`src/hw/rtl/plp_pkg.sv`:
```
// shared types and constants of the position p-loop with error trip
package plp_pkg;

  localparam int CMD_W    = 28;
  localparam int FB_W     = 30;
  localparam int TGT_W    = 32;
  localparam int ERR_W    = TGT_W + 1;
  localparam int MAG_W    = TGT_W;
  localparam int LIMIT_W  = 31;
  localparam int GAIN_W   = 16;
  localparam int CPR_W    = 24;
  localparam int CFG_W    = 31;
  localparam int CFG_IDX_W = 2;
  localparam int KIND_W   = 3;
  localparam int SCALE    = 1000;
  localparam int SCALE_W  = 10;
  localparam int GAIN_FRAC = 8;
  localparam int PROD_W   = MAG_W + GAIN_W;
  localparam int NUM_W    = PROD_W + SCALE_W;
  localparam int SUM_W    = NUM_W + 1;
  localparam int QUO_W    = SUM_W - GAIN_FRAC;
  localparam int CNT_W    = $clog2(QUO_W + 1);

  localparam logic [LIMIT_W-1:0] LIMIT_RST = LIMIT_W'(12000);
  localparam logic [GAIN_W-1:0]  GAIN_RST  = GAIN_W'(2560);
  localparam logic [CPR_W-1:0]   CPR_RST   = CPR_W'(16384);

  localparam logic [CFG_IDX_W-1:0] REG_ERROR_LIMIT    = CFG_IDX_W'(0);
  localparam logic [CFG_IDX_W-1:0] REG_GAIN_Q8        = CFG_IDX_W'(1);
  localparam logic [CFG_IDX_W-1:0] REG_COUNTS_PER_REV = CFG_IDX_W'(2);

  typedef enum logic [KIND_W-1:0] {
    K_TICK      = 3'd0,
    K_STEP      = 3'd1,
    K_CLR_TRIP  = 3'd2,
    K_CLR_DRIVE = 3'd3,
    K_START     = 3'd4,
    K_STOP      = 3'd5
  } kind_t;

  typedef enum logic [2:0] {
    S_IDLE,
    S_MUL1,
    S_MUL2,
    S_RND,
    S_DIV,
    S_DONE
  } state_t;

  typedef struct packed {
    logic start;
  } div_ctl_t;

  typedef struct packed {
    logic busy;
    logic done;
  } div_sts_t;

endpackage

```
`src/hw/rtl/plp_in_if.sv`:
```
// input item channel
interface plp_in_if;
  logic                              valid;
  logic                              ready;
  logic [plp_pkg::KIND_W-1:0]        kind;
  logic signed [plp_pkg::FB_W-1:0]   reply_position;
  logic                              reply_fault_stop;
  logic                              reply_ready;
  logic signed [plp_pkg::TGT_W-1:0]  target_step;

  modport source (
    output valid, kind, reply_position, reply_fault_stop, reply_ready, target_step,
    input  ready
  );
  modport sink (
    input  valid, kind, reply_position, reply_fault_stop, reply_ready, target_step,
    output ready
  );
endinterface

```
`src/hw/rtl/plp_out_if.sv`:
```
// result item channel
interface plp_out_if;
  logic                              valid;
  logic                              ready;
  logic                              command_valid;
  logic signed [plp_pkg::CMD_W-1:0]  velocity_command;
  logic                              clear_faults_bit;
  logic                              tracking_fault;
  logic                              fault_stop_rise;
  logic                              ready_fall;
  logic signed [plp_pkg::TGT_W-1:0]  target_now;
  logic signed [plp_pkg::FB_W-1:0]   feedback_now;

  modport source (
    output valid, command_valid, velocity_command, clear_faults_bit, tracking_fault,
           fault_stop_rise, ready_fall, target_now, feedback_now,
    input  ready
  );
  modport sink (
    input  valid, command_valid, velocity_command, clear_faults_bit, tracking_fault,
           fault_stop_rise, ready_fall, target_now, feedback_now,
    output ready
  );
endinterface

```
`src/hw/rtl/plp_div.sv`:
```
// iterative restoring divider, one quotient bit per cycle
module plp_div (
  input  logic                        clk,
  input  logic                        rst,
  input  plp_pkg::div_ctl_t           ctl,
  input  logic [plp_pkg::QUO_W-1:0]   dividend,
  input  logic [plp_pkg::CPR_W-1:0]   divisor,
  output plp_pkg::div_sts_t           sts,
  output logic [plp_pkg::QUO_W-1:0]   quotient
);
  import plp_pkg::*;

  logic [CPR_W-1:0] rem;
  logic [CPR_W-1:0] dsr;
  logic [QUO_W-1:0] qd;
  logic [CNT_W-1:0] cnt;
  logic             busy;
  logic             done;
  logic [CPR_W:0]   shifted;
  logic [CPR_W+1:0] diff;
  logic             ge;

  assign shifted = {rem, qd[QUO_W-1]};
  assign diff    = {1'b0, shifted} - {2'b00, dsr};
  assign ge      = !diff[CPR_W+1];

  always_ff @(posedge clk) begin
    if (rst) begin
      busy <= 1'b0;
      done <= 1'b0;
      cnt  <= '0;
    end else begin
      done <= 1'b0;
      if (ctl.start) begin
        busy <= 1'b1;
        cnt  <= CNT_W'(QUO_W);
      end else if (busy) begin
        cnt <= cnt - CNT_W'(1);
        if (cnt == CNT_W'(1)) begin
          busy <= 1'b0;
          done <= 1'b1;
        end
      end
    end
  end

  always_ff @(posedge clk) begin
    if (ctl.start) begin
      rem <= '0;
      dsr <= divisor;
      qd  <= dividend;
    end else if (busy) begin
      rem <= ge ? diff[CPR_W-1:0] : shifted[CPR_W-1:0];
      qd  <= {qd[QUO_W-2:0], ge};
    end
  end

  assign sts.busy = busy;
  assign sts.done = done;
  assign quotient = qd;

endmodule

```
`src/hw/rtl/position_p_loop_with_error_trip_unit.sv`:
```
// top level: position p-loop sequencer, state, multiply steps and output register
// a running tick that yields a command passes the multiply steps S_MUL1 and S_MUL2, the rounding
// step S_RND, the divider in S_DIV, where the quotient is saturated, and the load step S_DONE
// every other item goes from accept straight to the load step; a new item is taken only once
// the previous result is loaded, even while that result still waits in the output register
// rst is synchronous: registers go to their reset values, loop stopped, no result pending
module position_p_loop_with_error_trip_unit (
  input  logic                          clk,
  input  logic                          rst,
  plp_in_if.sink                        item_in,
  plp_out_if.source                     item_out,
  input  logic                          cfg_we,
  input  logic [plp_pkg::CFG_IDX_W-1:0] cfg_index,
  input  logic [plp_pkg::CFG_W-1:0]     cfg_data
);
  import plp_pkg::*;

  // configuration
  logic [LIMIT_W-1:0] error_limit;
  logic [GAIN_W-1:0]  gain_q8;
  logic [CPR_W-1:0]   counts_per_rev;

  // loop state
  logic signed [TGT_W-1:0] position_target;
  logic signed [FB_W-1:0]  position_feedback;
  logic error_fault;
  logic clear_request;
  logic loop_running;
  logic last_fault_stop;
  logic last_ready;

  state_t state, state_next;

  // per-item work registers
  logic              res_cv;
  logic              res_clr;
  logic              res_rise;
  logic              res_fall;
  logic              cmd_neg;
  logic [MAG_W-1:0]  mag_r;
  logic [PROD_W-1:0] prod1;
  logic [NUM_W-1:0]  num;
  logic [CMD_W-1:0]  cmd_val;

  // output register
  logic              out_valid;
  logic              out_cv;
  logic [CMD_W-1:0]  out_cmd;
  logic              out_clr;
  logic              out_fault;
  logic              out_rise;
  logic              out_fall;
  logic [TGT_W-1:0]  out_tgt;
  logic [FB_W-1:0]   out_fb;

  logic in_fire;
  logic out_load;
  logic tick_go;

  logic signed [ERR_W-1:0] err;
  logic [ERR_W-1:0]        err_abs;
  logic [MAG_W-1:0]        mag;
  logic                    trip;

  logic [CPR_W-1:0] cpr_eff;
  logic [SUM_W-1:0] rnd_sum;

  div_ctl_t         div_ctl;
  div_sts_t         div_sts;
  logic [QUO_W-1:0] div_q;

  localparam logic [QUO_W-1:0] HALF = QUO_W'(1) << (CMD_W - 1);
  logic [CMD_W-1:0] mag_sat;
  logic [CMD_W-1:0] cmd_sat;

  // error and trip check on the stored target and feedback
  assign err     = ERR_W'(position_target) - ERR_W'(position_feedback);
  assign err_abs = err[ERR_W-1] ? (ERR_W'(0) - err) : err;
  assign mag     = err_abs[MAG_W-1:0];
  assign trip    = mag > {1'b0, error_limit};

  assign in_fire = item_in.valid && item_in.ready;
  assign tick_go = (item_in.kind == K_TICK) && loop_running && !(error_fault || trip);

  // rounding: floor((num + cpr*128) / (cpr*256)) = floor(((num + cpr*128) >> 8) / cpr)
  assign cpr_eff = (counts_per_rev == '0) ? CPR_W'(1) : counts_per_rev;
  assign rnd_sum = SUM_W'(num) + SUM_W'({cpr_eff, 7'b0});

  assign mag_sat = cmd_neg ? ((div_q > HALF) ? HALF[CMD_W-1:0] : div_q[CMD_W-1:0])
                           : ((div_q > HALF - QUO_W'(1)) ? (HALF[CMD_W-1:0] - CMD_W'(1))
                                                         : div_q[CMD_W-1:0]);
  assign cmd_sat = cmd_neg ? (CMD_W'(0) - mag_sat) : mag_sat;

  plp_div u_div (
    .clk      (clk),
    .rst      (rst),
    .ctl      (div_ctl),
    .dividend (rnd_sum[SUM_W-1:GAIN_FRAC]),
    .divisor  (cpr_eff),
    .sts      (div_sts),
    .quotient (div_q)
  );

  // next state
  always_comb begin
    state_next = state;
    unique case (state)
      S_IDLE: if (in_fire) state_next = tick_go ? S_MUL1 : S_DONE;
      S_MUL1: state_next = S_MUL2;
      S_MUL2: state_next = S_RND;
      S_RND:  state_next = S_DIV;
      S_DIV:  if (div_sts.done) state_next = S_DONE;
      S_DONE: if (!out_valid || item_out.ready) state_next = S_IDLE;
      default: state_next = S_IDLE;
    endcase
  end

  // sequencer outputs
  always_comb begin
    item_in.ready = (state == S_IDLE);
    div_ctl.start = (state == S_RND);
    out_load      = (state == S_DONE) && (!out_valid || item_out.ready);
  end

  // control and loop state
  always_ff @(posedge clk) begin
    if (rst) begin
      state             <= S_IDLE;
      error_limit       <= LIMIT_RST;
      gain_q8           <= GAIN_RST;
      counts_per_rev    <= CPR_RST;
      position_target   <= '0;
      position_feedback <= '0;
      error_fault       <= 1'b0;
      clear_request     <= 1'b0;
      loop_running      <= 1'b0;
      last_fault_stop   <= 1'b0;
      last_ready        <= 1'b0;
      out_valid         <= 1'b0;
    end else begin
      state <= state_next;

      if (cfg_we) begin
        unique case (cfg_index)
          REG_ERROR_LIMIT:    error_limit    <= cfg_data[LIMIT_W-1:0];
          REG_GAIN_Q8:        gain_q8        <= cfg_data[GAIN_W-1:0];
          REG_COUNTS_PER_REV: counts_per_rev <= cfg_data[CPR_W-1:0];
          default: ;
        endcase
      end

      if (in_fire) begin
        unique case (item_in.kind)
          K_TICK: begin
            if (loop_running) begin
              if (trip) error_fault <= 1'b1;
              clear_request     <= 1'b0;
              position_feedback <= item_in.reply_position;
              last_fault_stop   <= item_in.reply_fault_stop;
              last_ready        <= item_in.reply_ready;
            end
          end
          K_STEP: position_target <= position_target + item_in.target_step;
          K_CLR_TRIP: begin
            error_fault     <= 1'b0;
            position_target <= TGT_W'(position_feedback);
          end
          K_CLR_DRIVE: clear_request <= 1'b1;
          K_START: begin
            if (!loop_running) begin
              position_feedback <= item_in.reply_position;
              position_target   <= TGT_W'(item_in.reply_position);
              error_fault       <= 1'b0;
              loop_running      <= 1'b1;
            end
          end
          K_STOP: loop_running <= 1'b0;
          default: ;
        endcase
      end

      if (out_load) out_valid <= 1'b1;
      else if (item_out.ready) out_valid <= 1'b0;
    end
  end

  // per-item datapath and output payload
  always_ff @(posedge clk) begin
    if (in_fire) begin
      res_cv   <= loop_running &&
                  ((item_in.kind == K_TICK) || (item_in.kind == K_STOP));
      res_clr  <= loop_running && (item_in.kind == K_TICK) && clear_request;
      res_rise <= loop_running && (item_in.kind == K_TICK) &&
                  item_in.reply_fault_stop && !last_fault_stop;
      res_fall <= loop_running && (item_in.kind == K_TICK) &&
                  !item_in.reply_ready && last_ready;
      cmd_neg  <= err[ERR_W-1];
      mag_r    <= mag;
      cmd_val  <= '0;
    end
    if (state == S_MUL1) prod1 <= PROD_W'(mag_r) * PROD_W'(gain_q8);
    if (state == S_MUL2) num <= NUM_W'(prod1) * NUM_W'(SCALE);
    if ((state == S_DIV) && div_sts.done) cmd_val <= cmd_sat;
    if (out_load) begin
      out_cv    <= res_cv;
      out_cmd   <= cmd_val;
      out_clr   <= res_clr;
      out_fault <= error_fault;
      out_rise  <= res_rise;
      out_fall  <= res_fall;
      out_tgt   <= position_target;
      out_fb    <= position_feedback;
    end
  end

  assign item_out.valid            = out_valid;
  assign item_out.command_valid    = out_cv;
  assign item_out.velocity_command = out_cmd;
  assign item_out.clear_faults_bit = out_clr;
  assign item_out.tracking_fault   = out_fault;
  assign item_out.fault_stop_rise  = out_rise;
  assign item_out.ready_fall       = out_fall;
  assign item_out.target_now       = out_tgt;
  assign item_out.feedback_now     = out_fb;

endmodule

```
`src/flat_wrapper.sv`:
```
// flat-port wrapper written by rule: the top's interface ports become plain ports
module position_p_loop_with_error_trip_unit_flat import plp_pkg::*;
  (clk, rst, cfg_we, cfg_index, cfg_data, item_in_valid, item_in_kind, item_in_reply_position, item_in_reply_fault_stop, item_in_reply_ready, item_in_target_step, item_in_ready, item_out_valid, item_out_command_valid, item_out_velocity_command, item_out_clear_faults_bit, item_out_tracking_fault, item_out_fault_stop_rise, item_out_ready_fall, item_out_target_now, item_out_feedback_now, item_out_ready);
  plp_in_if item_in_i ();
  plp_out_if item_out_i ();
  input  logic clk;
  input  logic rst;
  input  logic cfg_we;
  input  logic [plp_pkg::CFG_IDX_W-1:0] cfg_index;
  input  logic [plp_pkg::CFG_W-1:0] cfg_data;
  input wire logic [$bits(item_in_i.valid)-1:0] item_in_valid;
  input wire logic [$bits(item_in_i.kind)-1:0] item_in_kind;
  input wire logic [$bits(item_in_i.reply_position)-1:0] item_in_reply_position;
  input wire logic [$bits(item_in_i.reply_fault_stop)-1:0] item_in_reply_fault_stop;
  input wire logic [$bits(item_in_i.reply_ready)-1:0] item_in_reply_ready;
  input wire logic [$bits(item_in_i.target_step)-1:0] item_in_target_step;
  output wire logic [$bits(item_in_i.ready)-1:0] item_in_ready;
  output wire logic [$bits(item_out_i.valid)-1:0] item_out_valid;
  output wire logic [$bits(item_out_i.command_valid)-1:0] item_out_command_valid;
  output wire logic [$bits(item_out_i.velocity_command)-1:0] item_out_velocity_command;
  output wire logic [$bits(item_out_i.clear_faults_bit)-1:0] item_out_clear_faults_bit;
  output wire logic [$bits(item_out_i.tracking_fault)-1:0] item_out_tracking_fault;
  output wire logic [$bits(item_out_i.fault_stop_rise)-1:0] item_out_fault_stop_rise;
  output wire logic [$bits(item_out_i.ready_fall)-1:0] item_out_ready_fall;
  output wire logic [$bits(item_out_i.target_now)-1:0] item_out_target_now;
  output wire logic [$bits(item_out_i.feedback_now)-1:0] item_out_feedback_now;
  input wire logic [$bits(item_out_i.ready)-1:0] item_out_ready;
  assign item_in_i.valid = item_in_valid;
  assign item_in_i.kind = item_in_kind;
  assign item_in_i.reply_position = item_in_reply_position;
  assign item_in_i.reply_fault_stop = item_in_reply_fault_stop;
  assign item_in_i.reply_ready = item_in_reply_ready;
  assign item_in_i.target_step = item_in_target_step;
  assign item_in_ready = item_in_i.ready;
  assign item_out_valid = item_out_i.valid;
  assign item_out_command_valid = item_out_i.command_valid;
  assign item_out_velocity_command = item_out_i.velocity_command;
  assign item_out_clear_faults_bit = item_out_i.clear_faults_bit;
  assign item_out_tracking_fault = item_out_i.tracking_fault;
  assign item_out_fault_stop_rise = item_out_i.fault_stop_rise;
  assign item_out_ready_fall = item_out_i.ready_fall;
  assign item_out_target_now = item_out_i.target_now;
  assign item_out_feedback_now = item_out_i.feedback_now;
  assign item_out_i.ready = item_out_ready;
  position_p_loop_with_error_trip_unit u_core (.clk(clk), .rst(rst), .item_in(item_in_i), .item_out(item_out_i), .cfg_we(cfg_we), .cfg_index(cfg_index), .cfg_data(cfg_data));
endmodule
```
`config.mk`:
```
export PLATFORM = sky130hd
export DESIGN_NAME = position_p_loop_with_error_trip_unit_flat
export DESIGN_NICKNAME = d
export VERILOG_FILES = /design/src/hw/rtl/plp_pkg.sv /design/src/hw/rtl/plp_in_if.sv /design/src/hw/rtl/plp_out_if.sv /design/src/hw/rtl/plp_div.sv /design/src/hw/rtl/position_p_loop_with_error_trip_unit.sv /design/src/flat_wrapper.sv
export SDC_FILE = /design/constraint.sdc
export NUM_CORES = 2
export LEC_CHECK = 0
export ABC_AREA = 1
export BUFFER_PORTS_ARGS = -buffer_cell sky130_fd_sc_hd__buf_2
export CORE_MARGIN = 5
export CORE_UTILIZATION = 55
export CTS_BUF_LIST = sky130_fd_sc_hd__clkbuf_4
export DETAILED_ROUTE_END_ITERATION = 12
export PLACE_DENSITY_LB_ADDON = 0.05
export SLEW_MARGIN = 20
export SYNTH_ARGS = -nofsm -noshare
export SYNTH_HDL_FRONTEND = slang
export SYNTH_SLANG_ARGS = --single-unit
```
`constraint.sdc`:
```
create_clock -name clk -period 6.7 [get_ports clk]
set_input_delay 0.67 -clock clk [delete_from_list [all_inputs] [get_ports clk]]
set_output_delay 0.67 -clock clk [all_outputs]
set_load 0.02 [all_outputs]
```
==> results.ini <==
[status]
status = complete, no violations

[synth]
post-synth-top-count-cell = nand2_1
synth_nets = 7288
netlist-cell-type-count = 62
ys_warn_count = 0
yosysSeqAreaShare_pct = 26.22
netlist_area_mm2 = 0.05154
yosysTopAreaCell = fa_1
ys_top_cells_by_area = fa_1, edfxtp_1, nand2_1, ha_1, inv_1
syn_avg_cell_area_um2 = 8.314
synth_top_area_share_pct = 23.46
synth_seq_cells = 508
synth-edff-count = 334
syn_inst = 6199
synthFlopType = edfxtp_1
synth_top_cells_by_count = nand2_1, inv_1, fa_1
ys_async_sr_fraction_pct = 0

[setup_path]
slowest_stage = fa_1
worstPathArrival_ns = 7.12
end_kind = register
cpPeakStageDelay_ns = 0.61
crit_required_ns = 7.42
crit_chain = buf_12 > nand2_1 > fa_1 > inv_1 > fa_1 > inv_1 > fa_1 > fa_1 > inv_1 > fa_1 > inv_1 > fa_1 > inv_1 > ha_1 > buf_4 > nand2_1 > nor2_1 > inv_1 > nor4_1 > o21ai_0 > nand3_1 > xor2_1
critPathKind = reg -> reg
r2r-end = u_core.prod1[40]
worstSetupStartpointType = register
cp_max_fo = 17
r2r_start = u_core.gain_q8[4]
rrSetupSlack_ns = 0.30
rr_worst_depth = 22

[sta]
period_needed_ns = 6.396
finalSetupViolCount = 0
worst_slew_pin_slew_ns = 1.000
fin_tns_setup_ns = 0
rsz0062_at_grt = yes
finClkSkew_ns = 0.07063
max_slew_margin_pct = 33.17
max_freq_mhz = 156.4
fin_crit_sh_pct = 95.46
report.final.hold_viol_count = 0
slew_violations = 0

[flow_run]
drv_cap = 0

[cells_and_area]
multiInputGateArea_mm2 = 0.03278
drive_above_1_share_pct = 10.62
seq_area_mm2 = 0.01352
fill_cells = 8459
nNetsFinal = 7591
final_core_util_pct = 61.19
finalNonFillerCells = 7883
syn_to_final_growth_pct = 10.65

[clock_tree]
cts_made_buffers = 141
cts_root_buf = clkbuf_4
clock_sinks = 508
cts_buffer_depth = 3
cts_tree = yes
clk_latency_ns = 1.01
htree_levels = 4
path_clk_slew_ns = 0.07

[hold_path]
min_path_cells = 5
hold_path_class = in -> reg
hold_start = item_in_target_step[30]
min_to = u_core.position_target[30]

[global_route]
grt_usage_pct = 29.72
grt_pass1_vias = 42420
overflow = 0
grt_pass1_wl_um = 232700
grt_use_met2_pct = 47.36
antenna_found_initial = 18
grt_max_degree = 94
grt_use_met1_pct = 40.74
top_usage_layer = met2
grt_util_met3_pct = 5.908

[floorplan]
start_util_pct = 55.30
die_h_um = 316.1
core_area_mm2 = 0.09319
die_w_um = 316.1
ios = 202
die_area_mm2 = 0.09992
fp-row-count = 112

[placement]
place_hpwl_um = 117400
numPortBuffers = 201
placed_cells = 7520
gp_congestion = 0.9115

[drt]
routed_wl_um = 145000
wl_per_cell_um = 18.39
route.detailed.drc = 0
viasPerCell = 5.364
drtIter0Drc = 3217
ant_nets = 0
first_pass_iters = 6
dr_total_vias = 42290

cells by family after synthesis:
logic type / count (synthesis) / share of synthesized area (%)
compound gates: 917 / 10.00
xor+xnor: 187 / 3.193
fa+ha+maj: 984 / 32.69
buf+inv: 1411 / 10.33
flops: 508 / 26.22
simple gates: 2192 / 17.56
cell usage in the layout (no fill, tap or decap), types with 24 or more instances in the layout:
cell type	netlist	layout
nor2_1	400	394
nand4_1	47	47
a21oi_1	367	365
dfxtp_1	174	169
buf_2	8	201
a31oi_1	59	59
edfxtp_1	334	334
nand3_1	154	154
nand2_1	1401	1401
inv_1	1168	1165
dlygate4sd3_1	0	70
ha_1	380	380
nor4_1	24	24
xor2_1	99	99
o21ai_0	307	307
clkbuf_4	0	220
buf_4	3	106
nor2_2	24	26
o21ai_1	25	24
nor3_1	48	45
nand2_2	25	25
or2_2	26	26
xnor2_1	87	87
o211ai_1	27	27
fa_1	604	604
how the worst max path moves through the flow:
stage          slack [ns]          endpoint               from  cells after the start
3_3_place_gp         0.26  u_core.prod1[47]   u_core.mag_r[13]                     24
4_1_cts              0.16  u_core.prod1[47]   u_core.mag_r[13]                     24
6_report             0.30  u_core.prod1[40]  u_core.gain_q8[4]                     22
5_1_grt             0.001  u_core.prod1[45]   u_core.mag_r[13]                     24
3_5_place_dp         0.16  u_core.prod1[47]   u_core.mag_r[13]                     24
2_1_floorplan        0.47  u_core.prod1[47]    u_core.mag_r[8]                     26
through the flow:
stage / worst slack (ns) / instance area (µm²) / hold slack (ns)
detailed placement: 0.1584 / 54110 / 0.4045
CTS: 0.1593 / 56730 / 0.002332
finish: 0.3044 / 57020 / 0.1575
floorplan: 0.4733 / 51540 / 0.4003
global placement: 0.2579 / 54110 / 0.4010
global route: 0.001495 / 57010 / 0.08538
routing by layer:
layer | share of wire, % | wire length [µm]
met5 | 0.039 | 57
met1 | 43 | 63070
met2 | 45 | 65080
met3 | 7.8 | 11260
met4 | 3.8 | 5520
state kept, by name, summed over array words and instances, names as in the netlist, 6 cells and up:
| signal | cells |
|---|---|
| u_core.u_div.dsr | 24 |
| u_core.u_div.rem | 24 |
| u_core.error_limit | 31 |
| u_core.mag_r | 32 |
| u_core.gain_q8 | 16 |
| u_core.prod1 | 48 |
| u_core.counts_per_rev | 24 |
| u_core.item_out.feedback_now | 30 |
| u_core.num | 51 |
| u_core.cmd_val | 28 |
| u_core.item_out.velocity_command | 28 |
| u_core.item_out.target_now | 32 |
| u_core.position_feedback | 30 |
| u_core.u_div.cnt | 6 |
| u_core.u_div.quotient | 51 |
| u_core.position_target | 32 |
layout make-up:
type,count,share of cell area [%]
Antenna cell,11,0.04827
Multi-Input combinational cell,4280,57.49
Inverter,1179,7.763
Clock inverter,39,0.4630
Sequential cell,508,23.71
Timing Repair Buffer,392,4.884
Clock buffer,220,2.896
Tap cell,1254,2.752
worst max-delay path: cells and delay by family (launching register included):
kind | cells | cell delay, ns
DFF | 1 | 0.55
and+or+nand+nor | 5 | 0.93
AOI/OAI and AO/OA | 1 | 0.20
buffers and inverters | 8 | 0.80
xor gates and xnor gates | 1 | 0.07
adders and majority gates | 7 | 3.54
timing repair:
action                                  in CTS  in global routing
endpoints found under the hold margin      145                  0
setup buffers                                0                 23
resized for setup                            0                 12
endpoints found under the setup margin       0                 12
hold buffers                                70                  0
Power is not shown: default switching activity piles up to over one toggle a cycle in this logic, so the estimate is an artifact.
